File: src/hw/rtl/sapr_pkg.sv
// ----------------------------------------------------------------------------
// sapr_pkg
// Shared types and constants for the shaded annulus pixel rasterizer.
// ----------------------------------------------------------------------------
`default_nettype none
package sapr_pkg;

    localparam int SCREEN_WIDTH_DEF  = 320;
    localparam int SCREEN_HEIGHT_DEF = 200;
    localparam int ROW_PITCH_DEF     = 320;

    localparam int SHADE_MAX   = 63;
    localparam int TINT_SCALE  = 256;

    // Root of a 22-bit radicand: 11 result bits, one per cell.
    localparam int ROOT_W = 11;
    localparam int RAD_W  = 2 * ROOT_W;

    // Division of a 17-bit magnitude by a 12-bit divisor, one bit per cell.
    localparam int NUM_W = 17;
    localparam int DEN_W = 12;

    localparam int CFG_IDX_W  = 3;
    localparam int CFG_DATA_W = 13;

    typedef enum logic [CFG_IDX_W-1:0] {
        REG_CENTER_X     = 3'd0,
        REG_CENTER_Y     = 3'd1,
        REG_INNER_RADIUS = 3'd2,
        REG_OUTER_RADIUS = 3'd3,
        REG_SHADE_INNER  = 3'd4,
        REG_SHADE_OUTER  = 3'd5,
        REG_TINT_COLOUR  = 3'd6
    } t_cfg_reg;

    typedef struct packed {
        logic [9:0] pixel_x;
        logic [9:0] pixel_y;
    } t_in_item;

    typedef struct packed {
        logic        covered;
        logic [5:0]  shade_level;
        logic [13:0] fade_index;
        logic [19:0] pixel_offset;
    } t_out_item;

    // Side data that rides along the square root chain.
    typedef struct packed {
        logic               live;
        logic        [9:0]  px;
        logic        [19:0] offset;
        logic               row_ok;
        logic               hole;
        logic signed [13:0] cx;
        logic        [5:0]  si;
        logic        [5:0]  so;
        logic        [7:0]  tint;
    } t_row_info;

    // Side data that rides along the divider chain.
    typedef struct packed {
        logic        live;
        logic        covered;
        logic        neg;
        logic [5:0]  base;
        logic [7:0]  tint;
        logic [19:0] offset;
    } t_div_info;

endpackage
`default_nettype wire

File: src/hw/rtl/sapr_div_cell.sv
// ----------------------------------------------------------------------------
// sapr_div_cell
// One restoring division step: produces one quotient bit.
// ----------------------------------------------------------------------------
`default_nettype none
module sapr_div_cell
    import sapr_pkg::*;
#(
    parameter int STEP = 0
) (
    input  wire logic              i_clk,
    input  wire logic              i_rst_n,
    input  wire logic              i_en,
    input  wire logic [NUM_W-1:0]  i_num,
    input  wire logic [DEN_W-1:0]  i_rem,
    input  wire logic [DEN_W-1:0]  i_den,
    input  wire t_div_info         i_info,
    output logic      [NUM_W-1:0]  o_num,
    output logic      [DEN_W-1:0]  o_rem,
    output logic      [DEN_W-1:0]  o_den,
    output t_div_info              o_info
);
    localparam int BIT = NUM_W - 1 - STEP;

    logic [DEN_W:0]    trial;
    logic [DEN_W-1:0]  n_rem;
    logic [NUM_W-1:0]  n_num;

    always_comb begin
        trial = {i_rem, i_num[BIT]};
        n_num = i_num;
        if (trial >= {1'b0, i_den}) begin
            n_rem      = DEN_W'(trial - {1'b0, i_den});
            n_num[BIT] = 1'b1;
        end else begin
            n_rem      = trial[DEN_W-1:0];
            n_num[BIT] = 1'b0;
        end
    end

    always_ff @(posedge i_clk) begin
        if (!i_rst_n) begin
            o_info.live <= 1'b0;
        end else if (i_en) begin
            o_info.live <= i_info.live;
        end
        if (i_en) begin
            o_num          <= n_num;
            o_rem          <= n_rem;
            o_den          <= i_den;
            o_info.covered <= i_info.covered;
            o_info.neg     <= i_info.neg;
            o_info.base    <= i_info.base;
            o_info.tint    <= i_info.tint;
            o_info.offset  <= i_info.offset;
        end
    end
endmodule
`default_nettype wire

File: config.mk
export PLATFORM = sky130hd
export DESIGN_NAME = sapr_div_cell
export DESIGN_NICKNAME = d
export VERILOG_FILES = /design/src/hw/rtl/sapr_pkg.sv /design/src/hw/rtl/sapr_div_cell.sv
export SDC_FILE = /design/constraint.sdc
export NUM_CORES = 1
export LEC_CHECK = 0
export BUFFER_PORTS_ARGS = -buffer_cell sky130_fd_sc_hd__buf_2
export CAP_MARGIN = 20
export CELL_PAD_IN_SITES_DETAIL_PLACEMENT = 0
export CELL_PAD_IN_SITES_GLOBAL_PLACEMENT = 1
export CORE_AREA = 2 2 119 92
export CTS_BUF_LIST = sky130_fd_sc_hd__clkbuf_16
export DETAILED_ROUTE_END_ITERATION = 10
export DIE_AREA = 0 0 121 94
export GPL_TIMING_DRIVEN = 0
export PLACE_DENSITY = 0.72
export RECOVER_POWER = 100
export SYNTH_ARGS = -nofsm -noshare
export SYNTH_HDL_FRONTEND = slang
export SYNTH_SLANG_ARGS = --single-unit
File: constraint.sdc
create_clock -name i_clk -period 2.6 [get_ports i_clk]
set_clock_uncertainty 0.15 [all_clocks]
set_input_delay 0.13 -clock i_clk [delete_from_list [all_inputs] [get_ports i_clk]]
set_output_delay 0.13 -clock i_clk [all_outputs]
set_load 0.005 [all_outputs]
==> impl_metrics.tcl <==
set metrics [dict create \
    tightest_slew_ps 1200 \
    final_cells 576 \
    dpl.hpwl_mm 5.43 \
    crit_path_frequent_cell "o31a_1" \
    reg2reg_setup_slack_ps 1300 \
    grt_max_degree 50 \
    synth_area_per_cell_um2 17.0 \
    fin_crit_sh_pct 95.7 \
    path_buf_inv 3 \
    hold_viol_final 0 \
    fin_ws_ps 112 \
    pre_cts_slack_ps -245 \
    slowest_stage "o311a_4" \
    vias_per_cell 4.36 \
    synthesis.area_um2 3200 \
    crit_path_max_fanout 10 \
    required_ps 2530 \
    min_period_ps 2490 \
    worstPathArrival_ps 2420 \
    drt-wirelength-per-cell_um 14.0 \
    port-buffer-count 158 \
    power_density_nw_per_um2 647 \
    drtPass1Iterations 4 \
    cts_root_buf "clkbuf_16" \
    multi_input_area_um2 793 \
    ys_warn_count 0 \
    final_core_util_pct 51.1 \
    drv_slew 0 \
    overflow 0 \
    final_common_cell "buf_2" \
    coreArea_um2 10100 \
    syn_inst 188 \
    outcome "completed" \
    wirelength_mm 8.04 \
    grt_pass1_vias 2455 \
    syn2layout_area_growth_pct 61.5 \
    ys_types 37 \
    rsz0062_at_grt "no" \
    n_fill_cell 892 \
    hold_path.class "primary input to register" \
    fmaxAchievable_mhz 402 \
    io_pins 159 \
    placed_area_um2 4200 \
    vdd_ir_drop_max_mv 0.256 \
    layout_common_cells "buf_2, dlygate4sd3_1, edfxtp_1" \
    end_kind "register" \
    maxCapViolations 0 \
    syn_nets 282 \
    timing.hold.ws_ps 52.3 \
    critPathTopFamily "compound AO/OA/AOI/OAI gates" \
    worstSetupStartpointType "primary input" \
    finalPower_mw 3.35 \
    drive_gt1_share_pct 30.7 \
    chipHeight_um 94 \
    drtAntennaViolNets 0 \
    relSlewSlack_pct 20.1 \
    htreeDepth 3 \
    regArea_um2 2330 \
    setup_tns_ps 0 \
    crit_chain "buf_2 > inv_1 > ha_1 > nor2b_1 > o31a_1 > o31a_1 > o311a_4 > nor4_4 > buf_8 > mux2_4" \
    drt_iter0_drc 129 \
    fp.dieW_um 121 \
    clk_path_buf_depth 2 \
    vias 2514 \
    fp-row-count 32 \
    antenna_found_initial 0 \
    placed_cells 483 \
    grt_pass1_wl_mm 12.0 \
    finalWeightedCongestion 0.714 \
    stdcell_area_um2 5170 \
    seq_area_frac_synth_pct 72.8 \
    setup_viol 0 \
    cts_tree "built" \
    critPathKind "primary input to register" \
    cts_sinks 78 \
    start_util_pct 31.6 \
    layout.nets 529 \
    p_leak_nw 2.12 \
    gr-usage-all-layers_pct 14.0 \
    drc_errors 0 \
    numCtsBuffers 9 \
    ys_ff_latch 78 \
    cp_slowest_stage_delay_ps 320 \
    design.die.area_um2 11400 \
    antennaDiodeCount 0 \
    clkTransAtPathRegs_ps 60 \
    clk_latency_ps 330 \
]
==> worst register-to-register path, stage by stage, from the launching register on <==
cell           delay, ps
dfxtp_1              310
mux2i_1              120
nor2b_1               70
dlygate4sd3_1        540
==> layout make-up <==
type,instances,area share [%]
buffer,2,0.363
tap,136,3.29
sequential,78,45.1
timing repair buffer,236,29.0
multi-input combinational,93,15.3
inverter,15,1.09
clock inverter,7,1.55
clock buffer,9,4.35
==> synthesized netlist by cell type <==
library cell / instances / area share (%)
a21boi_0: 1 / 0.23
a21oi_1: 5 / 0.78
mux2_4: 7 / 3.3
and3_1: 1 / 0.20
nor2b_4: 1 / 0.43
a221oi_1: 1 / 0.27
o2111a_1: 1 / 0.35
a31o_2: 1 / 0.27
edfxtp_1: 77 / 72
nand3_1: 9 / 1.4
clkbuf_1: 1 / 0.12
o31a_1: 2 / 0.55
o311a_4: 1 / 0.66
xnor2_1: 5 / 1.4
nand2_1: 4 / 0.47
inv_1: 15 / 1.8
dfxtp_1: 1 / 0.62
nor4_1: 1 / 0.20
mux2i_1: 4 / 1.2
buf_8: 1 / 0.47
o21bai_1: 1 / 0.23
fa_1: 1 / 0.62
nor2_1: 9 / 1.1
ha_1: 12 / 4.7
nor2b_1: 5 / 0.98
o31ai_1: 1 / 0.23
nor4_4: 1 / 0.66
mux2_2: 3 / 1.1
o221a_2: 1 / 0.35
a22oi_1: 1 / 0.23
o21a_1: 2 / 0.47
nor3_1: 3 / 0.47
and2b_1: 1 / 0.23
o41a_1: 1 / 0.35
o21ai_0: 3 / 0.47
o211ai_1: 1 / 0.23
xor2_1: 3 / 0.82
==> path summary, 6_finish.rpt <==
kind / depth (start not counted) / from / to
worst max-delay path: 10 / i_den[1] / o_rem[9]$_DFFE_PP_
worst min-delay path: 3 / i_rem[0] / o_rem[1]$_DFFE_PP_
worst min register to register: 3 / o_info[36]$_SDFFE_PN0P_ / o_info[36]$_SDFFE_PN0P_
worst max register to register: 3 / o_info[36]$_SDFFE_PN0P_ / o_info[36]$_SDFFE_PN0P_
==> sequential cells by signal, indices dropped and copies added (netlist names) <==
signal and count:
o_den 12, o_info 37, o_num 17, o_rem 12
==> timing repair <==
| item | CTS | global route |
|---|---|---|
| hold endpoints to repair | 76 | 0 |
| gates resized for setup | 0 | 1 |
| hold buffers | 77 | 0 |
| endpoints found under the setup margin | 0 | 2 |
| setup buffers | 0 | 0 |
==> where the power goes <==
part	switching (mW)	total (mW)	internal (mW)	leakage, nW
logic	0.233	0.525	0.292	1.21
registers	0.0291	1.55	1.52	0.762
clock network	0.521	1.28	0.757	0.148
==> logic make-up (layout without fill, tap and decap cells) <==
family,Yosys count,in the layout,share of synthesized area (%)
compound gates,23,23,5.70
xor+xnor,8,8,2.19
fa+ha+maj,13,13,5.31
buf+inv,17,269,2.34
flops,78,78,72.8
mux,14,14,5.58
simple gates,35,35,6.09
==> layer usage <==
metal / up-vias / wire, um / global-route usage (%)
met4: 0 / 87 / 4.36
li1: 1217 / - / -
met1: 1172 / 3490 / 16.9
met2: 114 / 3800 / 23.6
met5: - / 0 / 0
met3: 11 / 662 / 4.55
(Power assumes the default switching activity.)
