<file path="config.mk">
export PLATFORM = sky130hd
export DESIGN_NAME = sapr_sqrt_cell
export DESIGN_NICKNAME = d
export VERILOG_FILES = /design/src/hw/rtl/sapr_pkg.sv /design/src/hw/rtl/sapr_sqrt_cell.sv
export SDC_FILE = /design/constraint.sdc
export NUM_CORES = 1
export LEC_CHECK = 0
export BUFFER_PORTS_ARGS = -buffer_cell sky130_fd_sc_hd__buf_2
export CAP_MARGIN = 30
export CORE_MARGIN = 3
export CORE_UTILIZATION = 41
export CTS_CLUSTER_DIAMETER = 200
export DETAILED_ROUTE_END_ITERATION = 7
export GPL_TIMING_DRIVEN = 0
export PLACE_DENSITY = 0.77
export SLEW_MARGIN = 10
export SYNTH_ARGS = -nofsm -noshare
export SYNTH_HDL_FRONTEND = slang
export SYNTH_SLANG_ARGS = --single-unit
export TNS_END_PERCENT = 5
</file>
<file path="constraint.sdc">
create_clock -name i_clk -period 2.1 [get_ports i_clk]
set_input_delay 0.105 -clock i_clk [delete_from_list [all_inputs] [get_ports i_clk]]
set_output_delay 0.105 -clock i_clk [all_outputs]
set_load 0.02 [all_outputs]
</file>
<file path="src/hw/rtl/sapr_pkg.sv">
// ----------------------------------------------------------------------------
// sapr_pkg
// Shared types and constants for the shaded annulus pixel rasterizer.
// ----------------------------------------------------------------------------
`default_nettype none
package sapr_pkg;

    localparam int SCREEN_WIDTH_DEF  = 320;
    localparam int SCREEN_HEIGHT_DEF = 200;
    localparam int ROW_PITCH_DEF     = 320;

    localparam int SHADE_MAX   = 63;
    localparam int TINT_SCALE  = 256;

    // Root of a 22-bit radicand: 11 result bits, one per cell.
    localparam int ROOT_W = 11;
    localparam int RAD_W  = 2 * ROOT_W;

    // Division of a 17-bit magnitude by a 12-bit divisor, one bit per cell.
    localparam int NUM_W = 17;
    localparam int DEN_W = 12;

    localparam int CFG_IDX_W  = 3;
    localparam int CFG_DATA_W = 13;

    typedef enum logic [CFG_IDX_W-1:0] {
        REG_CENTER_X     = 3'd0,
        REG_CENTER_Y     = 3'd1,
        REG_INNER_RADIUS = 3'd2,
        REG_OUTER_RADIUS = 3'd3,
        REG_SHADE_INNER  = 3'd4,
        REG_SHADE_OUTER  = 3'd5,
        REG_TINT_COLOUR  = 3'd6
    } t_cfg_reg;

    typedef struct packed {
        logic [9:0] pixel_x;
        logic [9:0] pixel_y;
    } t_in_item;

    typedef struct packed {
        logic        covered;
        logic [5:0]  shade_level;
        logic [13:0] fade_index;
        logic [19:0] pixel_offset;
    } t_out_item;

    // Side data that rides along the square root chain.
    typedef struct packed {
        logic               live;
        logic        [9:0]  px;
        logic        [19:0] offset;
        logic               row_ok;
        logic               hole;
        logic signed [13:0] cx;
        logic        [5:0]  si;
        logic        [5:0]  so;
        logic        [7:0]  tint;
    } t_row_info;

    // Side data that rides along the divider chain.
    typedef struct packed {
        logic        live;
        logic        covered;
        logic        neg;
        logic [5:0]  base;
        logic [7:0]  tint;
        logic [19:0] offset;
    } t_div_info;

endpackage
`default_nettype wire

</file>
<file path="src/hw/rtl/sapr_sqrt_cell.sv">
// ----------------------------------------------------------------------------
// sapr_sqrt_cell
// One restoring square root step for two radicands side by side.
// ----------------------------------------------------------------------------
`default_nettype none
module sapr_sqrt_cell
    import sapr_pkg::*;
#(
    parameter int STEP = 0
) (
    input  wire logic              i_clk,
    input  wire logic              i_rst_n,
    input  wire logic              i_en,
    input  wire logic [RAD_W-1:0]  i_rem_o,
    input  wire logic [ROOT_W-1:0] i_root_o,
    input  wire logic [RAD_W-1:0]  i_rem_i,
    input  wire logic [ROOT_W-1:0] i_root_i,
    input  wire t_row_info         i_info,
    output logic      [RAD_W-1:0]  o_rem_o,
    output logic      [ROOT_W-1:0] o_root_o,
    output logic      [RAD_W-1:0]  o_rem_i,
    output logic      [ROOT_W-1:0] o_root_i,
    output t_row_info              o_info
);
    localparam int BIT = ROOT_W - 1 - STEP;

    logic [RAD_W-1:0]  n_rem_o, n_rem_i;
    logic [ROOT_W-1:0] n_root_o, n_root_i;

    function automatic logic [RAD_W+ROOT_W-1:0] step_f(
        input logic [RAD_W-1:0] rem, input logic [ROOT_W-1:0] root);
        logic [RAD_W:0]    trial;
        logic [RAD_W-1:0]  r;
        logic [ROOT_W-1:0] q;
        trial = {1'b0, {(RAD_W-ROOT_W){1'b0}}, root} << (BIT + 1);
        trial = trial | ({{RAD_W{1'b0}}, 1'b1} << (2 * BIT));
        r = rem;
        q = root;
        if ({1'b0, rem} >= trial) begin
            r = rem - trial[RAD_W-1:0];
            q[BIT] = 1'b1;
        end
        return {r, q};
    endfunction

    always_comb begin
        {n_rem_o, n_root_o} = step_f(i_rem_o, i_root_o);
        {n_rem_i, n_root_i} = step_f(i_rem_i, i_root_i);
    end

    always_ff @(posedge i_clk) begin
        if (!i_rst_n) begin
            o_info.live <= 1'b0;
        end else if (i_en) begin
            o_info.live <= i_info.live;
        end
        if (i_en) begin
            o_rem_o         <= n_rem_o;
            o_root_o        <= n_root_o;
            o_rem_i         <= n_rem_i;
            o_root_i        <= n_root_i;
            o_info.px       <= i_info.px;
            o_info.offset   <= i_info.offset;
            o_info.row_ok   <= i_info.row_ok;
            o_info.hole     <= i_info.hole;
            o_info.cx       <= i_info.cx;
            o_info.si       <= i_info.si;
            o_info.so       <= i_info.so;
            o_info.tint     <= i_info.tint;
        end
    end
endmodule
`default_nettype wire

</file>
==> key figures <==
Status
  • Run status: finished clean

Floorplanning
  • Core Rows: 40
  • Core box area: 0.0123 sq mm
  • I/O pins: 269
  • Initial core utilization: 0.432
  • Die footprint: 0.0144 sq mm
  • DIE WIDTH: 120 um
  • Die Y: 120 um

Synthesis
  • Netlist cell types: 46
  • Post-Synthesis Cells: 320
  • YS warnings: 0
  • Synth Register Bits: 133
  • Ys async rst share: 0
  • Number of synthesized flops with an enable pin: 132
  • Syn Nets: 478
  • Top FF cell, synth: edfxtp_1
  • Mapped cell area: 0.00531 sq mm
  • Syn avg cell area: 16.6 sq um
  • Sequential cell area fraction in the yosys report: 0.750

GRT
  • Pin count of the biggest net entering global routing: 79
  • Vias in the first global route: 4,614
  • Remaining Overflow, GRT: 0
  • Initial antenna violation count: 0
  • Total GRT Usage: 0.230
  • First-pass GRT wire length: 25,200 um

STA
  • Clock Skew: 0 ns
  • RSZ-0062 raised after global routing: yes
  • Final Hold Viols: 0
  • Worst slew pin tran: 0.607 ns
  • Slew HR: 0.585
  • Final setup viols: 0
  • Slew Limit Fails: 0
  • Period utilization: 0.977
  • Min Tclk post-route: 2.05 ns
  • Fmax: 487 MHz

Worst setup path
  • Setup crit end kind: register
  • WP data arrival: 2.20 ns
  • WS Path Type: in2reg
  • Worst Path Max Fanout: 10
  • Critical Path RT: 2.25 ns
  • Slowest CP cell: dlygate4sd3_1
  • Startpoint Class: primary input
  • FF-to-FF path depth: 3
  • CP cell instances: dlygate4sd3_1 -> buf_2 -> inv_1 -> ha_1 -> nand4_1 -> o31a_1 -> o211ai_2 -> o21ai_4 -> mux2_2
  • Worst path max stage delay: 0.53 ns

Placed design
  • Port Buffers: 268
  • Hpwl dp: 10,900 um
  • Placer Congestion: 0.853

Pwr
  • Peak VDD IR: 0.497 mV
  • P_leak: 0.00382 uW
  • Pwr Total: 7630 uW
  • P per Cell Area: 877 mW/mm^2

Layout
  • Layout Nets: 882
  • Layout cells sized above 1: 0.441
  • Finished Core Util: 0.707
  • Number of diodes: 0
  • Synthesis-to-layout area growth: 63.8%

CTS
  • Clk slew on worst S/H paths: 0.05 ns
  • H-tree levels: 4
  • Clk root buf: clkbuf_16
  • Worst skew pair latency: 0.41 ns
  • CTS tree: done
  • # clock sinks: 133
  • TritonCTS buffer count: 17
  • Clock Path Buffers: 2

Min path
  • Hold Crit Class: in2reg
  • Hold path cells: 3

Flow run
  • Max_cap viols: 0

Routing
  • Vias/cell: 4.90
  • DRT antenna net count: 0
  • Iter 0 DRT Violations: 396
  • Pre-Repair DR Iteration Count: 4
  • Drc violations: 0
  • WL/cell: 18.5 um
  • DR vias: 4,424
  • Final wirelength: 16,700 um
-- cells by family after synthesis --
logic type               synth area share
flip-flops                          0.750
AO/OA/AOI/OAI                      0.0765
AND/OR/NAND/NOR                    0.0459
buffers and inverters              0.0207
adder cells (fa/ha/maj)            0.0546
multiplexers                       0.0309
XOR/XNOR                           0.0214
-- per-stage QoR --
stage / cells / setup slack, ns / area (sq um) / setup TNS, ns / hold slack, ns
2_1_floorplan: 320 / 0.0278 / 5310 / 0 / 0.204
3_3_place_gp: 756 / -0.532 / 6860 / -68.81 / 0.281
3_5_place_dp: 757 / -0.488 / 6900 / -6.53 / 0.283
4_1_cts: 902 / 0.0112 / 8660 / 0 / 0.000295
5_1_grt: 903 / -0.0215 / 8700 / -0.0355 / 0.0137
6_report: 903 / 0.0477 / 8700 / 0 / 0.0177
-- final timing paths --
| kind | from | endpoint | slack, ns |
|---|---|---|---|
| setup / recovery | i_root_o[7] | o_rem_o[13] | 0.05 |
| hold / removal | i_rem_i[11] | o_rem_i[11] | 0.02 |
| setup reg to reg | o_info[66] | o_info[66] | 0.87 |
| hold reg to reg | o_info[66] | o_info[66] | 1.14 |
-- critical path, delay by kind of cell --
kind	cells	cell delay [ns]
buffers and inverters	3	0.68
AOI/OAI and AO/OA	3	0.61
adders and majority gates	1	0.33
muxes	1	0.32
and+or+nand+nor	1	0.16
-- cell type report --
class,instances,area [sq um]
flip-flops and latches,133,3980
fillers,820,3610
repair buffers,385,2530
multi-input cells,158,1260
clock buffers,17,425
well taps,168,210
clock inverters,13,183
inverters,26,97.6
plain buffers,3,15.0
-- layout by cell type, fill, tap and decap left out, drive strengths merged, types with 3 or more instances in the layout --
cell type / netlist / routed
a211o: 3 / 3
a21o: 4 / 4
a21oi: 15 / 15
a31oi: 3 / 3
buf: 0 / 270
bufinv: 0 / 4
clkbuf: 3 / 20
clkinv: 0 / 6
dlygate4sd3: 0 / 115
edfxtp: 132 / 132
ha: 20 / 20
inv: 26 / 28
mux2: 11 / 11
mux2i: 4 / 4
nand2: 15 / 15
nand3: 3 / 3
nand4: 3 / 3
nor2: 8 / 8
nor2b: 4 / 4
o211ai: 4 / 4
o21a: 3 / 3
o21ai: 16 / 16
or4: 3 / 3
xnor2: 7 / 7
xor2: 6 / 6
-- registers in the layout, indices dropped and copies added (netlist names) --
signal,cells
o_root_i,11
o_rem_i,22
o_info,67
o_rem_o,22
o_root_o,11
-- cell usage after synthesis, types with 2 or more instances --
| cell | number | area, sq um |
|---|---|---|
| inv_1 | 26 | 97.6 |
| o211ai_1 | 3 | 22.5 |
| a211o_1 | 3 | 26.3 |
| nand3_1 | 3 | 15.0 |
| nand2_1 | 15 | 56.3 |
| or4_1 | 3 | 22.5 |
| nor2b_1 | 4 | 25.0 |
| o21ai_0 | 15 | 75.1 |
| edfxtp_1 | 132 | 3960 |
| nand4_1 | 3 | 18.8 |
| a21o_1 | 4 | 30.0 |
| o21bai_1 | 2 | 15.0 |
| a21oi_1 | 15 | 75.1 |
| xnor2_1 | 7 | 61.3 |
| mux2_2 | 11 | 124 |
| and3_1 | 2 | 12.5 |
| nor2_1 | 8 | 30.0 |
| xor2_1 | 6 | 52.6 |
| clkbuf_1 | 2 | 7.51 |
| o21a_1 | 3 | 22.5 |
| nor4b_1 | 2 | 17.5 |
| a31oi_1 | 3 | 18.8 |
| mux2i_1 | 4 | 40.0 |
| ha_1 | 20 | 250 |
| a31o_2 | 2 | 17.5 |
| fa_1 | 2 | 40.0 |
-- repair_timing --
item,4_1_cts,5_1_grt
cloned,0,0
hold buffers,115,0
setup buffers,0,1
pin swaps,0,1
gates resized for setup,1,8
endpoints found under the setup margin,3,14
hold endpoints to repair,114,0
-- layer usage --
layer / track usage / wire, um
met2: 0.424 / 9150
met3: 0.0617 / 1120
met5: 0 / 0
met1: 0.248 / 6000
met4: 0.0952 / 435
-- report_power, final --
group	switching (uW)	internal [uW]	leakage, uW
Sequential	67.8	3190	0.00130
Combinational	760	564	0.00222
Clock	1080	1970	0.000299
Total	1910	5730	0.00382
(Power assumes the default switching activity.)
